===== config.mk =====
export PLATFORM = sky130hd
export DESIGN_NAME = audio_mix_and_speed_scale
export DESIGN_NICKNAME = d
export VERILOG_FILES = /design/src/amss_pkg.sv /design/src/audio_mix_and_speed_scale.sv /design/src/amss_front.sv /design/src/amss_fifo.sv /design/src/amss_back.sv
export VERILOG_INCLUDE_DIRS = /design/src /design/src/src
export SDC_FILE = /design/constraint.sdc
export NUM_CORES = 1
export LEC_CHECK = 0
export BUFFER_PORTS_ARGS = -buffer_cell sky130_fd_sc_hd__buf_4
export CORE_ASPECT_RATIO = 0.7
export CORE_MARGIN = 3
export CORE_UTILIZATION = 30
export CTS_CLUSTER_DIAMETER = 100
export DETAILED_ROUTE_END_ITERATION = 12
export GPL_ROUTABILITY_DRIVEN = 0
export GPL_TIMING_DRIVEN = 0
export PLACE_DENSITY_LB_ADDON = 0.15
export RECOVER_POWER = 50
export SLEW_MARGIN = 20
export SYNTH_ARGS = -nofsm -noshare
export SYNTH_HDL_FRONTEND = slang
export SYNTH_SLANG_ARGS = --single-unit
export TNS_END_PERCENT = 5

===== constraint.sdc =====
create_clock -name i_clk -period 11.2 [get_ports i_clk]
set_input_delay 0.56 -clock i_clk [delete_from_list [all_inputs] [get_ports i_clk]]
set_output_delay 0.56 -clock i_clk [all_outputs]
set_load 0.005 [all_outputs]

===== src/assert_macros.svh =====
// assertion helpers used by the top-level rtl
`ifndef ASSERT_MACROS_SVH
`define ASSERT_MACROS_SVH

// property checked on every rising edge, held off while in reset
`define ASSERT_CLK(label, prop, msg) \
    label: assert property (@(posedge i_clk) disable iff (!i_rst_n) prop) \
        else $error(msg);

// next-cycle implication checked while out of reset
`define ASSERT_NEXT(label, cond, res, msg) \
    label: assert property (@(posedge i_clk) disable iff (!i_rst_n) \
        (cond) |=> (res)) else $error(msg);

`endif


===== src/amss_pkg.sv =====
package amss_pkg;

    // sample range and speed limits
    localparam logic signed [15:0] SampleMax = 16'sh7fff;
    localparam logic signed [15:0] SampleMin = 16'sh8000;
    localparam int SpeedMin  = 50;
    localparam int SpeedMax  = 1000;
    localparam int SpeedUnit = 100;
    localparam int ScaleMax  = SpeedMax / SpeedUnit;

    // configuration register indexes
    localparam logic CFG_SPEED   = 1'b0;
    localparam logic CFG_SID_MIX = 1'b1;

    // rate class of the current speed
    typedef enum logic [1:0] {
        MODE_SLOW,
        MODE_NORMAL,
        MODE_FAST
    } t_mode;

    // one queued result: a stereo pair, emitted once or twice
    typedef struct packed {
        logic signed [15:0] left;
        logic signed [15:0] right;
        logic               dbl;
    } t_entry;

    // queue fill flags seen by both sides
    typedef struct packed {
        logic full;
        logic empty;
    } t_fifo_stat;

    // signed 16-bit add clipped to the sample range
    function automatic logic signed [15:0] sat_add(
        input logic signed [15:0] a,
        input logic signed [15:0] b
    );
        logic signed [16:0] s;
        logic signed [15:0] r;
        s = {a[15], a} + {b[15], b};
        if (s[16] != s[15]) begin
            r = s[16] ? SampleMin : SampleMax;
        end else begin
            r = s[15:0];
        end
        return r;
    endfunction

    // rate class after clamping to the speed limits
    function automatic t_mode mode_of(input logic [9:0] speed);
        t_mode m;
        if (int'(speed) < SpeedUnit) begin
            m = MODE_SLOW;
        end else if (int'(speed) == SpeedUnit) begin
            m = MODE_NORMAL;
        end else begin
            m = MODE_FAST;
        end
        return m;
    endfunction

    // group length in fast mode: clamped speed over one hundred
    function automatic logic [3:0] scale_of(input logic [9:0] speed);
        logic [3:0] s;
        s = 4'd1;
        for (int k = 2; k <= ScaleMax; k++) begin
            if (int'(speed) >= k * SpeedUnit) begin
                s = s + 4'd1;
            end
        end
        return s;
    endfunction

endpackage


===== src/audio_mix_and_speed_scale.sv =====
// channel  | valid   | stall   | payload
// input    | i_valid | o_stall | dac, chip and sid per side, frame_last
// output   | o_valid | i_stall | out_left, out_right, run_last
// config   | i_cfg_we (no stall) | i_cfg_index, i_cfg_data
//
// an input beat is mixed and classified in the cycle it is accepted, and any result it
// completes is queued in that cycle; it then passes from the queue to the output register
// one input beat a cycle at normal and fast speed while the queue has room; at slow speed
// the single output register sends each slow result twice, so o_stall holds input back
// two-entry queue between front and back; o_stall is high only while it is full
// synchronous active-low reset; speed resets to normal, sid mix off
`include "assert_macros.svh"

module audio_mix_and_speed_scale (
    input  logic               i_clk,
    input  logic               i_rst_n,
    input  logic               i_cfg_we,
    input  logic               i_cfg_index,
    input  logic [9:0]         i_cfg_data,
    input  logic               i_valid,
    output logic               o_stall,
    input  logic signed [15:0] i_dac_left,
    input  logic signed [15:0] i_dac_right,
    input  logic signed [15:0] i_chip_left,
    input  logic signed [15:0] i_chip_right,
    input  logic signed [15:0] i_sid_left,
    input  logic signed [15:0] i_sid_right,
    input  logic               i_frame_last,
    output logic               o_valid,
    input  logic               i_stall,
    output logic signed [15:0] o_out_left,
    output logic signed [15:0] o_out_right,
    output logic               o_run_last
);

    logic                 w_accept;
    logic                 w_push;
    logic                 w_pop;
    amss_pkg::t_entry     w_push_entry;
    amss_pkg::t_entry     w_head_entry;
    amss_pkg::t_fifo_stat w_stat;

    // input beat taken while the queue has room
    assign o_stall  = w_stat.full;
    assign w_accept = i_valid && !w_stat.full;

    // mix and classify
    amss_front u_front (
        .i_clk        (i_clk),
        .i_rst_n      (i_rst_n),
        .i_cfg_we     (i_cfg_we),
        .i_cfg_index  (i_cfg_index),
        .i_cfg_data   (i_cfg_data),
        .i_accept     (w_accept),
        .i_dac_left   (i_dac_left),
        .i_dac_right  (i_dac_right),
        .i_chip_left  (i_chip_left),
        .i_chip_right (i_chip_right),
        .i_sid_left   (i_sid_left),
        .i_sid_right  (i_sid_right),
        .i_frame_last (i_frame_last),
        .o_push       (w_push),
        .o_entry      (w_push_entry)
    );

    // queue between the two sides
    amss_fifo u_fifo (
        .i_clk   (i_clk),
        .i_rst_n (i_rst_n),
        .i_push  (w_push),
        .i_entry (w_push_entry),
        .i_pop   (w_pop),
        .o_entry (w_head_entry),
        .o_stat  (w_stat)
    );

    // result emission
    amss_back u_back (
        .i_clk       (i_clk),
        .i_rst_n     (i_rst_n),
        .i_entry     (w_head_entry),
        .i_stat      (w_stat),
        .o_pop       (w_pop),
        .i_stall     (i_stall),
        .o_valid     (o_valid),
        .o_out_left  (o_out_left),
        .o_out_right (o_out_right),
        .o_run_last  (o_run_last)
    );

    // checks
    `ASSERT_CLK(a_no_overflow, w_push |-> !w_stat.full, "push into a full queue")
    `ASSERT_CLK(a_no_underflow, w_pop |-> !w_stat.empty, "pop from an empty queue")
    `ASSERT_NEXT(a_repeat_follows, o_valid && !o_run_last && !i_stall, o_valid && o_run_last, "second beat of a slow result missing")

endmodule


===== src/amss_front.sv =====
module amss_front (
    input  logic                  i_clk,
    input  logic                  i_rst_n,
    input  logic                  i_cfg_we,
    input  logic                  i_cfg_index,
    input  logic [9:0]            i_cfg_data,
    input  logic                  i_accept,
    input  logic signed [15:0]    i_dac_left,
    input  logic signed [15:0]    i_dac_right,
    input  logic signed [15:0]    i_chip_left,
    input  logic signed [15:0]    i_chip_right,
    input  logic signed [15:0]    i_sid_left,
    input  logic signed [15:0]    i_sid_right,
    input  logic                  i_frame_last,
    output logic                  o_push,
    output amss_pkg::t_entry      o_entry
);

    amss_pkg::t_mode    r_mode, n_mode;
    logic [3:0]         r_scale, n_scale;
    logic               r_sid_en, n_sid_en;
    logic [3:0]         r_group, n_group;
    logic signed [15:0] r_held_left, n_held_left;
    logic signed [15:0] r_held_right, n_held_right;
    logic signed [15:0] w_mix_left, w_mix_right;
    logic [4:0]         w_group_inc;

    // per-channel mix, sid added with a second clip when enabled
    always_comb begin
        w_mix_left  = amss_pkg::sat_add(i_dac_left, i_chip_left);
        w_mix_right = amss_pkg::sat_add(i_dac_right, i_chip_right);
        if (r_sid_en) begin
            w_mix_left  = amss_pkg::sat_add(w_mix_left, i_sid_left);
            w_mix_right = amss_pkg::sat_add(w_mix_right, i_sid_right);
        end
    end

    assign w_group_inc = {1'b0, r_group} + 5'd1;

    // configuration decode, rate class worked out at write time
    always_comb begin
        n_mode   = r_mode;
        n_scale  = r_scale;
        n_sid_en = r_sid_en;
        if (i_cfg_we) begin
            case (i_cfg_index)
                amss_pkg::CFG_SPEED: begin
                    n_mode  = amss_pkg::mode_of(i_cfg_data);
                    n_scale = amss_pkg::scale_of(i_cfg_data);
                end
                amss_pkg::CFG_SID_MIX: begin
                    n_sid_en = i_cfg_data[0];
                end
                default: begin
                    n_sid_en = r_sid_en;
                end
            endcase
        end
    end

    // classify the beat and keep group state
    always_comb begin
        n_group      = r_group;
        n_held_left  = r_held_left;
        n_held_right = r_held_right;
        o_push       = 1'b0;
        o_entry      = '{left: w_mix_left, right: w_mix_right, dbl: 1'b0};
        if (i_accept) begin
            case (r_mode)
                amss_pkg::MODE_SLOW: begin
                    o_push      = 1'b1;
                    o_entry.dbl = 1'b1;
                    n_group     = 4'd0;
                end
                amss_pkg::MODE_NORMAL: begin
                    o_push  = 1'b1;
                    n_group = 4'd0;
                end
                amss_pkg::MODE_FAST: begin
                    if (r_group == 4'd0) begin
                        n_held_left  = w_mix_left;
                        n_held_right = w_mix_right;
                    end else begin
                        o_entry.left  = r_held_left;
                        o_entry.right = r_held_right;
                    end
                    if (w_group_inc >= {1'b0, r_scale}) begin
                        o_push  = 1'b1;
                        n_group = 4'd0;
                    end else begin
                        n_group = w_group_inc[3:0];
                    end
                end
                default: begin
                    n_group = 4'd0;
                end
            endcase
            if (i_frame_last) begin
                n_group = 4'd0;
            end
        end
    end

    // control and configuration registers
    always_ff @(posedge i_clk) begin
        if (!i_rst_n) begin
            r_mode       <= amss_pkg::MODE_NORMAL;
            r_scale      <= 4'd1;
            r_sid_en     <= 1'b0;
            r_group      <= 4'd0;
            r_held_left  <= '0;
            r_held_right <= '0;
        end else begin
            r_mode       <= n_mode;
            r_scale      <= n_scale;
            r_sid_en     <= n_sid_en;
            r_group      <= n_group;
            r_held_left  <= n_held_left;
            r_held_right <= n_held_right;
        end
    end

endmodule


===== src/amss_fifo.sv =====
module amss_fifo (
    input  logic                  i_clk,
    input  logic                  i_rst_n,
    input  logic                  i_push,
    input  amss_pkg::t_entry      i_entry,
    input  logic                  i_pop,
    output amss_pkg::t_entry      o_entry,
    output amss_pkg::t_fifo_stat  o_stat
);

    amss_pkg::t_entry r_mem [2];
    logic             r_wr_ptr, n_wr_ptr;
    logic             r_rd_ptr, n_rd_ptr;
    logic [1:0]       r_count, n_count;

    assign o_entry      = r_mem[r_rd_ptr];
    assign o_stat.full  = (r_count == 2'd2);
    assign o_stat.empty = (r_count == 2'd0);

    // pointer and fill count update
    always_comb begin
        n_wr_ptr = i_push ? ~r_wr_ptr : r_wr_ptr;
        n_rd_ptr = i_pop  ? ~r_rd_ptr : r_rd_ptr;
        n_count  = r_count + {1'b0, i_push} - {1'b0, i_pop};
    end

    always_ff @(posedge i_clk) begin
        if (!i_rst_n) begin
            r_wr_ptr <= 1'b0;
            r_rd_ptr <= 1'b0;
            r_count  <= 2'd0;
        end else begin
            r_wr_ptr <= n_wr_ptr;
            r_rd_ptr <= n_rd_ptr;
            r_count  <= n_count;
        end
    end

    // entry storage
    always_ff @(posedge i_clk) begin
        if (i_push) begin
            r_mem[r_wr_ptr] <= i_entry;
        end
    end

endmodule


===== src/amss_back.sv =====
module amss_back (
    input  logic                  i_clk,
    input  logic                  i_rst_n,
    input  amss_pkg::t_entry      i_entry,
    input  amss_pkg::t_fifo_stat  i_stat,
    output logic                  o_pop,
    input  logic                  i_stall,
    output logic                  o_valid,
    output logic signed [15:0]    o_out_left,
    output logic signed [15:0]    o_out_right,
    output logic                  o_run_last
);

    logic               r_valid, n_valid;
    logic               r_rep, n_rep;
    logic               r_last, n_last;
    logic signed [15:0] r_left, n_left;
    logic signed [15:0] r_right, n_right;
    logic               w_load;

    // output slot is free when empty or being taken
    assign w_load = !r_valid || !i_stall;
    assign o_pop  = w_load && !r_rep && !i_stat.empty;

    // repeat a slow beat, else take the queue head
    always_comb begin
        n_valid = r_valid;
        n_rep   = r_rep;
        n_last  = r_last;
        n_left  = r_left;
        n_right = r_right;
        if (w_load) begin
            if (r_rep) begin
                n_valid = 1'b1;
                n_last  = 1'b1;
                n_rep   = 1'b0;
            end else if (!i_stat.empty) begin
                n_valid = 1'b1;
                n_left  = i_entry.left;
                n_right = i_entry.right;
                n_last  = !i_entry.dbl;
                n_rep   = i_entry.dbl;
            end else begin
                n_valid = 1'b0;
            end
        end
    end

    always_ff @(posedge i_clk) begin
        if (!i_rst_n) begin
            r_valid <= 1'b0;
            r_rep   <= 1'b0;
        end else begin
            r_valid <= n_valid;
            r_rep   <= n_rep;
        end
    end

    // output payload
    always_ff @(posedge i_clk) begin
        r_last  <= n_last;
        r_left  <= n_left;
        r_right <= n_right;
    end

    assign o_valid     = r_valid;
    assign o_out_left  = r_left;
    assign o_out_right = r_right;
    assign o_run_last  = r_last;

endmodule


==> implementation parameters, run 1 <==
Parameter                              Value

Worst setup path
  Data required time at the worst endpoint ... between 10 and 15 ns
  Critical Path AT ... between 7 and 8 ns
  Max incr delay on CP ... about 0.44 ns
  Critical Path End Type ... register
  Most Frequent Cell on Critical Path ... sky130_fd_sc_hd__ha_1
  Crit-path slowest cell ... sky130_fd_sc_hd__or3_1
  Worst-path maximum fanout ... 10
  CP startpoint kind ... input port
  Crit Path Class ... input port to register

Layout
  Area of the multi-input gates ... 0.00607 sq mm
  Number of inserted diodes ... 0
  Cell area after layout ... between 0.01 and 0.015 sq mm
  Proportion of layout cells with a drive suffix above 1 ... 18.9%
  Combined flip-flop and latch cell area ... between 0.003 and 0.004 sq mm
  Leading cell type in the layout, fill and taps excluded ... sky130_fd_sc_hd__buf_4
  Layout area overhead ... 21.6%
  Commonest cells after routing, fill and taps aside ... sky130_fd_sc_hd__buf_4, sky130_fd_sc_hd__edfxtp_1, sky130_fd_sc_hd__ha_1
  Utilization after layout ... between 30% and 40%
  Fillcell total ... 3477
  Number of nets in the final layout ... between 1k and 1.5k

CTS
  Hold buffer count at CTS ... 0
  Number of buffers on the longest clock path ... 2
  Number of buffers inserted to repair setup after CTS ... 0
  CTS resizes ... 0
  Clock slew seen by the registers of the worst setup and hold paths ... 0.06 ns
  CTS sink cnt ... 149
  Clock tree from TritonCTS ... done
  Clock buffers created by TritonCTS ... 17
  Depth of the CTS H-tree ... 4
  Clock latency on the worst-skew pair ... approximately 0.42 ns
  Root buffer cell ... sky130_fd_sc_hd__clkbuf_16

Global routing
  Largest net degree at the start of global routing ... 28
  Global-route wire length before repair ... 45700 um
  Tot GR Track Use ... between 15 and 20%
  Via count of the first global-routing pass ... 8001
  Gr ovfl total ... 0
  Initial antenna violation count ... 0

Power
  Flop pwr share ... a little under a third
  Total power after layout ... between 2 and 2.5 mW
  Power density of the placed cells ... approximately 200 mW/mm^2
  Switching share of power ... between 30% and 40%
  Clock network power share ... between 20% and 30%
  Worst IR drop on VDD ... 100 uV
  Leakage ... between 4 and 5 nW
  Net Sw Power ... ~940 uW
  Combinational fraction of design power ... 45.6%
  Internal power ... roughly 1.5 mW

Timing
  Setup violations, final ... 0
  Worst Max-Slew Pin Slew ... slightly above 2 ns
  Pins Over Slew Limit ... 65
  Final Cycle Share ... a little over two thirds
  Setup_tns ... 0 ns
  RSZ-0062 raised after global routing ... false
  Setup WS post-layout ... between 3 and 4 ns
  Final hold vios ... 0
  Upper clock frequency limit ... approximately 0.13 GHz
  Max-slew headroom ... -36.2%
  Minimum clock period ... around 8 ns
  Worst Clk Skew ... 0.00684 ns

Die
  Die area ... roughly 0.037 sq mm
  Number of top-level pins ... 148
  Die extent in y ... roughly 160 um
  Die boundary width ... approximately 230 um
  Initial Util ... between 30 and 40%
  Number of standard-cell rows in the floorplan ... 56
  Std-Cell Core Area ... around 0.034 sq mm

Synthesis
  Number of synthesized flops with an enable pin ... 99
  Sequential cell area fraction in the yosys report ... roughly two fifths
  Leading register cell type out of synthesis ... sky130_fd_sc_hd__edfxtp_1
  Post-Synthesis Mean Instance Area ... 9.89 sq um
  Cell variety after synth ... 82
  Count of mapped cells out of synthesis ... 1046
  Fraction of registers with async set/reset ... 0%
  Number of nets in the synthesized netlist ... between 1k and 1.5k
  Fraction of synthesized cell area taken by the top area cell type ... 28.7%
  Yosys warning count ... 0
  Largest cells by area after synthesis ... sky130_fd_sc_hd__edfxtp_1, sky130_fd_sc_hd__ha_1, sky130_fd_sc_hd__dfxtp_1
  Cell area after synthesis ... just over 0.01 sq mm
  Largest area contributor in the netlist ... sky130_fd_sc_hd__edfxtp_1
  Post-synthesis register bit count ... roughly 150

Placement
  Instance area at placement ... 0.0121 sq mm
  IO Port Bufs ... approximately 140
  Worst slack at placement ... approximately 3 ns
  DP HPWL ... about 23000 um

Hold path
  Type of the worst min-delay path ... input port to register

Drt
  Number of DRC markers after the initial detailed-route iteration ... ~610
  Total vias in the final route ... 8381
  Detailed Routing Iterations Pass 1 ... 5
  Post-Route WL ... roughly 29000 um
  Post-detailed-route DRC marker count ... 0
  Vias per inst ... approximately 5.0
  Final ANT Viol Nets ... 0
  Drt wl/cell ... between 15 and 20 um

Run
  Max Cap Violations ... 3

Run status
  Status ... complete, but fails checks
  Violated checks ... max-capacitance violations, max-slew violations
==> cells by family (layout without fill, tap and decap cells) <==
kind of cell | count (synthesis) | after routing | share of synthesized area [%]
compound gates | 313 | 313 | 21.5
simple gates | 292 | 292 | 13.9
flops | 149 | 149 | 38.4
fa+ha+maj | 100 | 100 | 12.1
buf+inv | 77 | 253 | 2.96
xor+xnor | 61 | 61 | 5.24
mux | 54 | 54 | 5.82
==> synthesized netlist by cell type, types with 5 or more instances <==
cell                       instances
sky130_fd_sc_hd__mux2_2           46
sky130_fd_sc_hd__nand4_1           8
sky130_fd_sc_hd__xor2_1           21
sky130_fd_sc_hd__dfxtp_1          50
sky130_fd_sc_hd__o21ai_1          24
sky130_fd_sc_hd__o211ai_1         19
sky130_fd_sc_hd__inv_1            36
sky130_fd_sc_hd__nor2b_1          22
sky130_fd_sc_hd__o21a_1           19
sky130_fd_sc_hd__a211oi_1          8
sky130_fd_sc_hd__maj3_1           13
sky130_fd_sc_hd__nand2_1          81
sky130_fd_sc_hd__and2_1           16
sky130_fd_sc_hd__a21boi_0          6
sky130_fd_sc_hd__o21ai_0          51
sky130_fd_sc_hd__xnor2_1          39
sky130_fd_sc_hd__mux2i_1           7
sky130_fd_sc_hd__fa_1              5
sky130_fd_sc_hd__a31oi_1           7
sky130_fd_sc_hd__ha_1             82
sky130_fd_sc_hd__clkbuf_1         28
sky130_fd_sc_hd__a22o_1           20
sky130_fd_sc_hd__o31ai_1           8
sky130_fd_sc_hd__nor2_1           61
sky130_fd_sc_hd__a21oi_1          51
sky130_fd_sc_hd__a21o_1           33
sky130_fd_sc_hd__nand4b_1          6
sky130_fd_sc_hd__nand3_1          32
sky130_fd_sc_hd__edfxtp_1         99
sky130_fd_sc_hd__nor3_1           24
sky130_fd_sc_hd__buf_2             8
sky130_fd_sc_hd__nand2b_1         17
==> through the flow <==
step	hold WS, ns	std cells
2_1_floorplan	0.425	1046
3_3_place_gp	0.437	1651
3_5_place_dp	0.445	1654
4_1_cts	0.433	1686
5_1_grt	0.452	1686
6_report	0.451	1686
==> per-layer routing <==
layer,vias to the layer above,global-route usage [%],wire (um)
met5,-,0,0
met4,0,2.58,209
met3,16,2.94,986
met2,137,21.5,11500
met1,3983,25.3,16400
li1,4245,-,-
==> area by class of cell <==
type | instances | share of cell area (%)
buffer | 41 | 1.35
clock buffer | 18 | 3.41
clock inverter | 14 | 1.12
inverter | 36 | 1.07
multi-input combinational | 820 | 48.2
sequential | 149 | 31.6
tap | 464 | 4.61
timing repair buffer | 144 | 8.64
==> worst paths after layout <==
| path | slack [ns] | from | endpoint | cells past startpoint |
|---|---|---|---|---|
| max | 3.38 | i_dac_right[4] | u_fifo.r_mem[0][3] | 30 |
| max reg2reg | 7.45 | u_front.r_group[0] | u_fifo.r_mem[0][21] | 11 |
| min reg2reg | 0.45 | u_front.r_held_right[7] | u_front.r_held_right[7] | 2 |
| min | 0.45 | i_stall | u_back.o_valid | 3 |
==> critical path: cells and delay by family <==
family | cells | cell delay [ns]
xor+xnor | 2 | 0.25
mux | 1 | 0.38
buf+inv | 4 | 1.20
compound gates | 11 | 2.59
simple gates | 8 | 1.56
fa+ha+maj | 4 | 1.40
==> state kept, by name, indices dropped and copies added, names as in the netlist, named ones only <==
register	cells
u_fifo.r_count	2
u_fifo.r_wr_ptr	1
u_back.o_out_left	16
u_back.r_rep	1
u_front.r_sid_en	1
u_front.r_held_left	16
u_front.r_group	4
u_fifo.r_mem	66
u_back.o_valid	1
u_front.r_held_right	16
u_back.o_run_last	1
u_front.r_mode	2
u_fifo.r_rd_ptr	1
u_back.o_out_right	16
u_front.r_scale	4
==> power groups by stage <==
stage               Clock, mW  Sequential (mW)  Combinational (mW)
finish                  0.565            0.776                1.12
floorplan                   0            0.790               0.758
global placement            0            0.795                1.12
global route            0.601            0.785                1.25
detailed placement          0            0.788                1.15
CTS                     0.574            0.776                1.15
Note: power is estimated with default switching activity, not from simulation.
==> run 2, diff against run 1 <==
- ABC_AREA: unset -> 1
- clock period: 11.2 -> 6.7 ns (I/O delays scaled with it)
==> implementation parameters, run 2 <==
Parameter                              Value

Timing
  Worst Max-Slew Pin Slew ... between 1 and 1.5 ns
  Setup violations, final ... 0
  Max-slew headroom ... under 10%
  Final hold vios ... 0
  Pins Over Slew Limit ... 0
  RSZ-0062 raised after global routing ... false
  Upper clock frequency limit ... 0.166 GHz
  Worst Clk Skew ... ~0.0091 ns
  Final Cycle Share ... 89.8%
  Post-Route Hold Slack ... between 0.2 and 0.25 ns
  Minimum clock period ... 6.01 ns

Synthesis
  Yosys warning count ... 0
  Cell area after synthesis ... between 0.01 and 0.015 sq mm
  Post-Synthesis Mean Instance Area ... about 8.1 sq um
  Cell with the most instances after synthesis ... sky130_fd_sc_hd__nand2_1
  Post-synthesis register bit count ... 149
  Fraction of synthesized cell area taken by the top area cell type ... approximately 28%
  Fraction of registers with async set/reset ... 0%
  Combinational family with the most area after synthesis ... simple AND/OR/NAND/NOR gates
  Xor-xnor portion of the synthesized cell area ... 3.24%
  Number of synthesized flops with an enable pin ... 99
  Cell variety after synth ... between 40 and 50
  Sequential cell area fraction in the yosys report ... 37.7%
  Number of nets in the synthesized netlist ... between 1.5k and 2k
  Leading register cell type out of synthesis ... sky130_fd_sc_hd__edfxtp_1
  Complex-gate fraction of the synthesized area ... 14.9%
  Basic-gate share of the synthesized area counting and, or, nand and nor cells ... about 23%
  Largest cells by area after synthesis ... sky130_fd_sc_hd__edfxtp_1, sky130_fd_sc_hd__nand2_1, sky130_fd_sc_hd__ha_1
  Count of mapped cells out of synthesis ... 1304
  Cell types with the highest counts after synthesis ... sky130_fd_sc_hd__nand2_1, sky130_fd_sc_hd__inv_1, sky130_fd_sc_hd__a21oi_1
  Largest area contributor in the netlist ... sky130_fd_sc_hd__edfxtp_1
  Mux share of post-synthesis cell area ... under 10%
  Area share of fa/ha/maj cells after synthesis ... between 10% and 20%

Drt
  Post-detailed-route DRC marker count ... 0
  Drt wl/cell ... around 14 um
  Vias per inst ... about 4.5
  Number of DRC markers after the initial detailed-route iteration ... 469
  Detailed Routing Iterations Pass 1 ... 6
  Final ANT Viol Nets ... 0
  Total vias in the final route ... 8829
  Post-Route WL ... 27500 um

CTS
  Number of buffers inserted to repair setup after CTS ... 0
  CTS sink cnt ... 149
  Clock slew seen by the registers of the worst setup and hold paths ... 0.06 ns
  Clock buffers created by TritonCTS ... 17
  Depth of the CTS H-tree ... 4
  Root buffer cell ... sky130_fd_sc_hd__clkbuf_16
  Clock latency on the worst-skew pair ... approximately 0.42 ns
  Clock tree from TritonCTS ... done
  Number of buffers on the longest clock path ... 2
  Hold buffer count at CTS ... 0

Placement
  Instance area at placement ... between 0.01 and 0.015 sq mm
  DP HPWL ... between 20000 and 25000 um
  Cell count after placement ... around 1.9k
  IO Port Bufs ... 146

Global routing
  Global-route wire length before repair ... between 40000 and 50000 um
  Gr ovfl total ... 0
  Largest net degree at the start of global routing ... 26
  Via count of the first global-routing pass ... ~8.2k
  Tot GR Track Use ... between 10% and 20%
  Initial antenna violation count ... 0

Die
  Die boundary width ... ~230 um
  Die area ... 0.0375 sq mm
  Die extent in y ... about 160 um
  Number of standard-cell rows in the floorplan ... 56
  Std-Cell Core Area ... 0.0341 sq mm
  Initial Util ... 31.0%
  Number of top-level pins ... ~150

Layout
  Final standard cell count with taps included and fillers excluded ... about 2.0k
  Fillcell total ... 3570
  Max FFs per register ... 66
  Biggest register ... u_fifo.r_mem
  Number of inserted diodes ... 0
  Commonest cells after routing, fill and taps aside ... sky130_fd_sc_hd__nand2_1, sky130_fd_sc_hd__inv_1, sky130_fd_sc_hd__buf_4
  Proportion of layout cells with a drive suffix above 1 ... between 10% and 20%
  Cell area after layout ... approximately 0.013 sq mm
  Layout area overhead ... 22.1%
  Leading cell type in the layout, fill and taps excluded ... sky130_fd_sc_hd__nand2_1
  Number of nets in the final layout ... approximately 1.7k

Power
  Flop pwr share ... 31.6%
  Power density of the placed cells ... ~330 mW/mm^2
  Internal power ... 2.69 mW
  Worst IR drop on VDD ... roughly 120 uV
  Leakage ... roughly 5.9 nW
  Net Sw Power ... ~1.6 mW
  Combinational fraction of design power ... between 40% and 50%
  Clock network power share ... 23.5%
  Switching share of power ... 37.4%

Worst setup path
  CP startpoint kind ... input port
  Endpoint of the lowest-slack register-to-register path ... u_fifo.r_mem[1][25]
  Worst setup startpoint ... i_dac_right[2]
  Crit Path Class ... input port to register
  Data required time at the worst endpoint ... approximately 6.9 ns
  Setup slack of the worst register-to-register path ... ~2.7 ns
  Max incr delay on CP ... roughly 0.38 ns
  Worst R2R Start ... u_front.r_group[0]
  Critical Path AT ... roughly 6.2 ns
  End point of the critical path ... u_fifo.r_mem[1][10]
  Critical Path End Type ... register
  Crit-path slowest cell ... sky130_fd_sc_hd__ha_1
  Most Frequent Cell on Critical Path ... sky130_fd_sc_hd__nand3_1
  Worst-path maximum fanout ... 12
  Reg2reg path depth ... 14

Hold path
  Worst hold path stage count ... 4
  Type of the worst min-delay path ... input port to register

Run status
  Status ... complete, no violations

Run
  Max Cap Violations ... 0
-- run 2: changes by cell type after synthesis, moves of 15 or more --
cell / change
sky130_fd_sc_hd__nor2b_1: -22
sky130_fd_sc_hd__nand2_1: +238
sky130_fd_sc_hd__nand2_4: +20
sky130_fd_sc_hd__a21oi_1: +49
sky130_fd_sc_hd__xnor2_1: -26
sky130_fd_sc_hd__and2_1: -15
sky130_fd_sc_hd__nand2b_1: -17
sky130_fd_sc_hd__a22o_1: -20
sky130_fd_sc_hd__o21ai_0: +34
sky130_fd_sc_hd__a21o_1: -27
sky130_fd_sc_hd__nand3_1: +40
sky130_fd_sc_hd__inv_1: +115
-- run 2: routing by layer --
layer / routed length (um) / vias up / share of wire, % / track usage, %
met4: 177 / 0 / 0.64 / 2.80
met1: 15300 / 3929 / 56 / 23.1
met2: 10900 / 159 / 40 / 20.4
met3: 1100 / 14 / 4.0 / 2.41
li1: - / 4727 / - / -
met5: 0 / - / 0 / 0
-- run 2: cell families after synthesis --
kind of cell               after synthesis
adders and majority gates               87
AOI/OAI and AO/OA                      273
xor gates and xnor gates                39
DFF                                    149
buffers and inverters                  190
and+or+nand+nor                        533
muxes                                   33
-- run 2: metrics by stage --
stage | util (%) | setup WS, ns | TNS (ns) | power [mW]
floorplan | - | 1.36 | 0 | 2.68
global placement | 35.9 | -0.172 | -0.530 | 3.32
detailed placement | 36.2 | -0.212 | -0.779 | 3.36
CTS | 38.1 | 0.220 | 0 | 4.38
global route | 37.8 | 0.0244 | 0 | 4.63
finish | 37.8 | 0.687 | 0 | 4.29
-- run 2: layout make-up --
type                       instances  area [sq um]  area share (%)
buffer                            33           166            1.29
clock buffer                      17           425            3.30
clock inverter                    15           211            1.64
inverter                         156           586            4.54
multi-input combinational        965          5830            45.2
sequential                       149          3970            30.8
tap                              464           581            4.51
timing repair buffer             151          1120            8.66
-- run 2: how the worst min path moves through the flow --
| stage | startpoint | slack [ns] | endpoint |
|---|---|---|---|
| after global routing | i_cfg_we | 0.24 | u_front.r_sid_en |
| after detailed placement | u_front.r_scale[1] | 0.47 | u_front.r_scale[1] |
| final | i_frame_last | 0.23 | u_front.r_group[0] |
| after CTS | i_frame_last | 0.21 | u_front.r_group[0] |
| after floorplan | u_fifo.r_count[1] | 0.44 | u_fifo.r_count[1] |
| after global placement | u_front.r_scale[1] | 0.46 | u_front.r_scale[1] |
-- run 2: critical path, delay by kind of cell --
family | cells | cell delay (ns)
compound gates | 9 | 1.39
xor+xnor | 2 | 0.48
fa+ha+maj | 4 | 1.37
buf+inv | 7 | 1.07
simple gates | 14 | 1.53
-- run 2: what timing repair did --
item	in CTS	in global routing
gates resized for setup	0	3
endpoints found under the hold margin	0	0
endpoints found under the setup margin	0	28
-- run 2: power groups by stage --
stage               Combinational, mW  Sequential (mW)  Clock [mW]
floorplan                        1.29             1.39           0
global placement                 1.93             1.40           0
detailed placement               1.98             1.38           0
CTS                              1.99             1.36        1.03
global route                     2.18             1.38        1.08
finish                           1.93             1.36        1.01
==> run 3, diff against run 2 <==
==> constraint.sdc (replaced) <==
create_clock -name i_clk -period 6.7 [get_ports i_clk]
set_input_delay 1.34 -clock i_clk [delete_from_list [all_inputs] [get_ports i_clk]]
set_output_delay 1.34 -clock i_clk [all_outputs]
set_load 0.005 [all_outputs]
==> implementation parameters, run 3 (synthesis gave the netlist of run 2 again) <==
Parameter                              Value

Timing
  Final hold vios ... 0
  Minimum clock period ... 6.30 ns
  Setup_tns ... 0 ns
  Worst Clk Skew ... 0.0110 ns
  Worst Max-Slew Pin Slew ... ~1.4 ns
  Max-slew headroom ... 5.25%
  Setup violations, final ... 0
  Final Cycle Share ... a little over nine tenths
  Upper clock frequency limit ... about 0.16 GHz
  Pins Over Slew Limit ... 0

Layout
  Leading cell type in the layout, fill and taps excluded ... sky130_fd_sc_hd__nand2_1
  Commonest cells after routing, fill and taps aside ... sky130_fd_sc_hd__nand2_1, sky130_fd_sc_hd__inv_1, sky130_fd_sc_hd__buf_4
  Cell area after layout ... 0.0131 sq mm
  Biggest register ... u_fifo.r_mem
  Proportion of layout cells with a drive suffix above 1 ... between 20 and 25%
  Max FFs per register ... 66
  Final standard cell count with taps included and fillers excluded ... 1956
  Number of inserted diodes ... 0
  Number of nets in the final layout ... about 1.7k
  Layout area overhead ... 24.5%

Global routing
  Largest net degree at the start of global routing ... 26
  Tot GR Track Use ... about 15%
  Global-route wire length before repair ... 43600 um
  Gr ovfl total ... 0
  Initial antenna violation count ... 0
  Via count of the first global-routing pass ... 8225

Drt
  Final ANT Viol Nets ... 0
  Detailed Routing Iterations Pass 1 ... 5
  Vias per inst ... between 4 and 5
  Drt wl/cell ... roughly 14 um
  Total vias in the final route ... between 8k and 9k
  Number of DRC markers after the initial detailed-route iteration ... 457
  Post-Route WL ... roughly 28000 um
  Post-detailed-route DRC marker count ... 0

Worst setup path
  Critical Path End Type ... register
  Endpoint of the lowest-slack register-to-register path ... u_fifo.r_mem[1][25]
  Crit Path Class ... input port to register
  Crit-path slowest cell ... sky130_fd_sc_hd__ha_4
  Worst R2R Start ... u_front.r_group[0]
  Depth of the critical timing path with buffers and inverters included ... 34
  Critical Path AT ... 6.41 ns
  Data required time at the worst endpoint ... about 6.8 ns
  Reg2reg path depth ... 14
  CP startpoint kind ... input port
  Max incr delay on CP ... around 0.32 ns
  Worst-path maximum fanout ... 10
  Most Frequent Cell on Critical Path ... sky130_fd_sc_hd__nand3_1
  Buffers & Inverters on Critical Path ... 5
  CP delay by family, top ... compound AO/OA/AOI/OAI gates
  Setup slack of the worst register-to-register path ... 2.73 ns

Hold path
  Hold path start ... u_front.r_scale[1]
  End point of the worst hold path ... u_front.r_scale[1]
  Worst hold path stage count ... 2
  Type of the worst min-delay path ... register to register

CTS
  Clock tree from TritonCTS ... done
  Number of buffers on the longest clock path ... 2
  Clock latency on the worst-skew pair ... ~0.42 ns
  Hold buffer count at CTS ... 0
  Root buffer cell ... sky130_fd_sc_hd__clkbuf_16
  Clock buffers created by TritonCTS ... 17
  Clock slew seen by the registers of the worst setup and hold paths ... about 0.060 ns
  CTS sink cnt ... between 100 and 150
  Depth of the CTS H-tree ... 4

Die
  Die boundary width ... 230 um
  Die extent in y ... approximately 160 um
  Number of top-level pins ... approximately 150
  Std-Cell Core Area ... ~0.034 sq mm
  Die area ... roughly 0.037 sq mm
  Number of standard-cell rows in the floorplan ... between 50 and 60
  Initial Util ... a little under a third

Placement
  DP HPWL ... about 23000 um
  Cell count after placement ... about 1.9k
  Instance area at placement ... 0.0123 sq mm
  IO Port Bufs ... approximately 150

Power
  Total power after layout ... between 4 and 5 mW
  Worst IR drop on VDD ... between 150 and 200 uV
  Power density of the placed cells ... between 300 and 400 mW/mm^2
  Leakage ... roughly 6 nW

Run
  Max Cap Violations ... 0

Run status
  Status ... complete, no violations
## run 3: cell types whose count changed in the layout (fill, tap and decap cells not counted), sizes merged
cell,change
buf,+3
inv,-1
clkinvlp,+1
clkbuf,+3
## run 3: layer usage
metal / wire length, um / track usage, % / vias to the layer above / share of wire (%)
li1: - / - / 4741 / -
met1: 15300 / 23.1 / 3981 / 55
met2: 11100 / 20.5 / 165 / 40
met3: 1090 / 2.41 / 14 / 3.9
met4: 187 / 2.80 / 0 / 0.68
met5: 0 / 0 / - / 0
## run 3: layout make-up
| cell class | instances | area [sq um] |
|---|---|---|
| plain buffers | 34 | 186 |
| clock buffers | 17 | 425 |
| clock inverters | 15 | 211 |
| fillers | 3550 | 20900 |
| inverters | 156 | 589 |
| multi-input cells | 965 | 6020 |
| flip-flops and latches | 149 | 3970 |
| well taps | 464 | 581 |
| repair buffers | 156 | 1150 |
## run 3: worst register-to-register path, cell delays in order, from the launching register on
cell and delay [ns]:
sky130_fd_sc_hd__dfxtp_1 0.40, sky130_fd_sc_hd__inv_1 0.10, sky130_fd_sc_hd__ha_1 0.32, sky130_fd_sc_hd__ha_1 0.28
sky130_fd_sc_hd__o21ai_0 0.07, sky130_fd_sc_hd__inv_1 0.05, sky130_fd_sc_hd__o21ai_0 0.06, sky130_fd_sc_hd__inv_1 0.05
sky130_fd_sc_hd__o21ai_0 0.07, sky130_fd_sc_hd__nand3_1 0.12, sky130_fd_sc_hd__nand2_1 0.06, sky130_fd_sc_hd__o21ai_0 0.11
sky130_fd_sc_hd__inv_1 0.13, sky130_fd_sc_hd__nor2_1 0.65, sky130_fd_sc_hd__clkbuf_1 1.10
## run 3: worst max path at each step
stage / from / end / slack [ns]
floorplan: i_dac_right[2] / u_fifo.r_mem[0][8] / 0.36
detailed placement: i_dac_right[2] / u_fifo.r_mem[1][8] / -1.22
CTS: i_dac_right[2] / u_fifo.r_mem[1][13] / 0.01
global placement: i_dac_right[2] / u_fifo.r_mem[0][8] / -1.18
finish: i_dac_right[2] / u_fifo.r_mem[1][11] / 0.40
global route: i_dac_right[1] / u_fifo.r_mem[0][9] / -0.008
## run 3: timing repair
item                                    4_1_cts  5_1_grt
buffers inserted                              5        0
gates cloned                                  0        0
pin swaps                                     4        5
gates resized for setup                      21       34
endpoints found under the setup margin       45       47
## run 3: metrics by stage
step	hold slack (ns)	worst slack [ns]	utilization [%]
final	0.478	0.401	38.6
after global routing	0.502	-0.00790	38.6
after CTS	0.481	0.0109	38.4
after detailed placement	0.471	-1.22	36.2
after global placement	0.459	-1.18	35.9
after floorplan	0.444	0.358	-
## run 3: power breakdown
part | internal [mW] | total, mW | leakage [nW] | switching (mW)
Combinational | 0.812 | 2.07 | 4.36 | 1.26
Sequential | 1.30 | 1.36 | 1.33 | 0.0525
Clock | 0.655 | 1.01 | 0.302 | 0.353
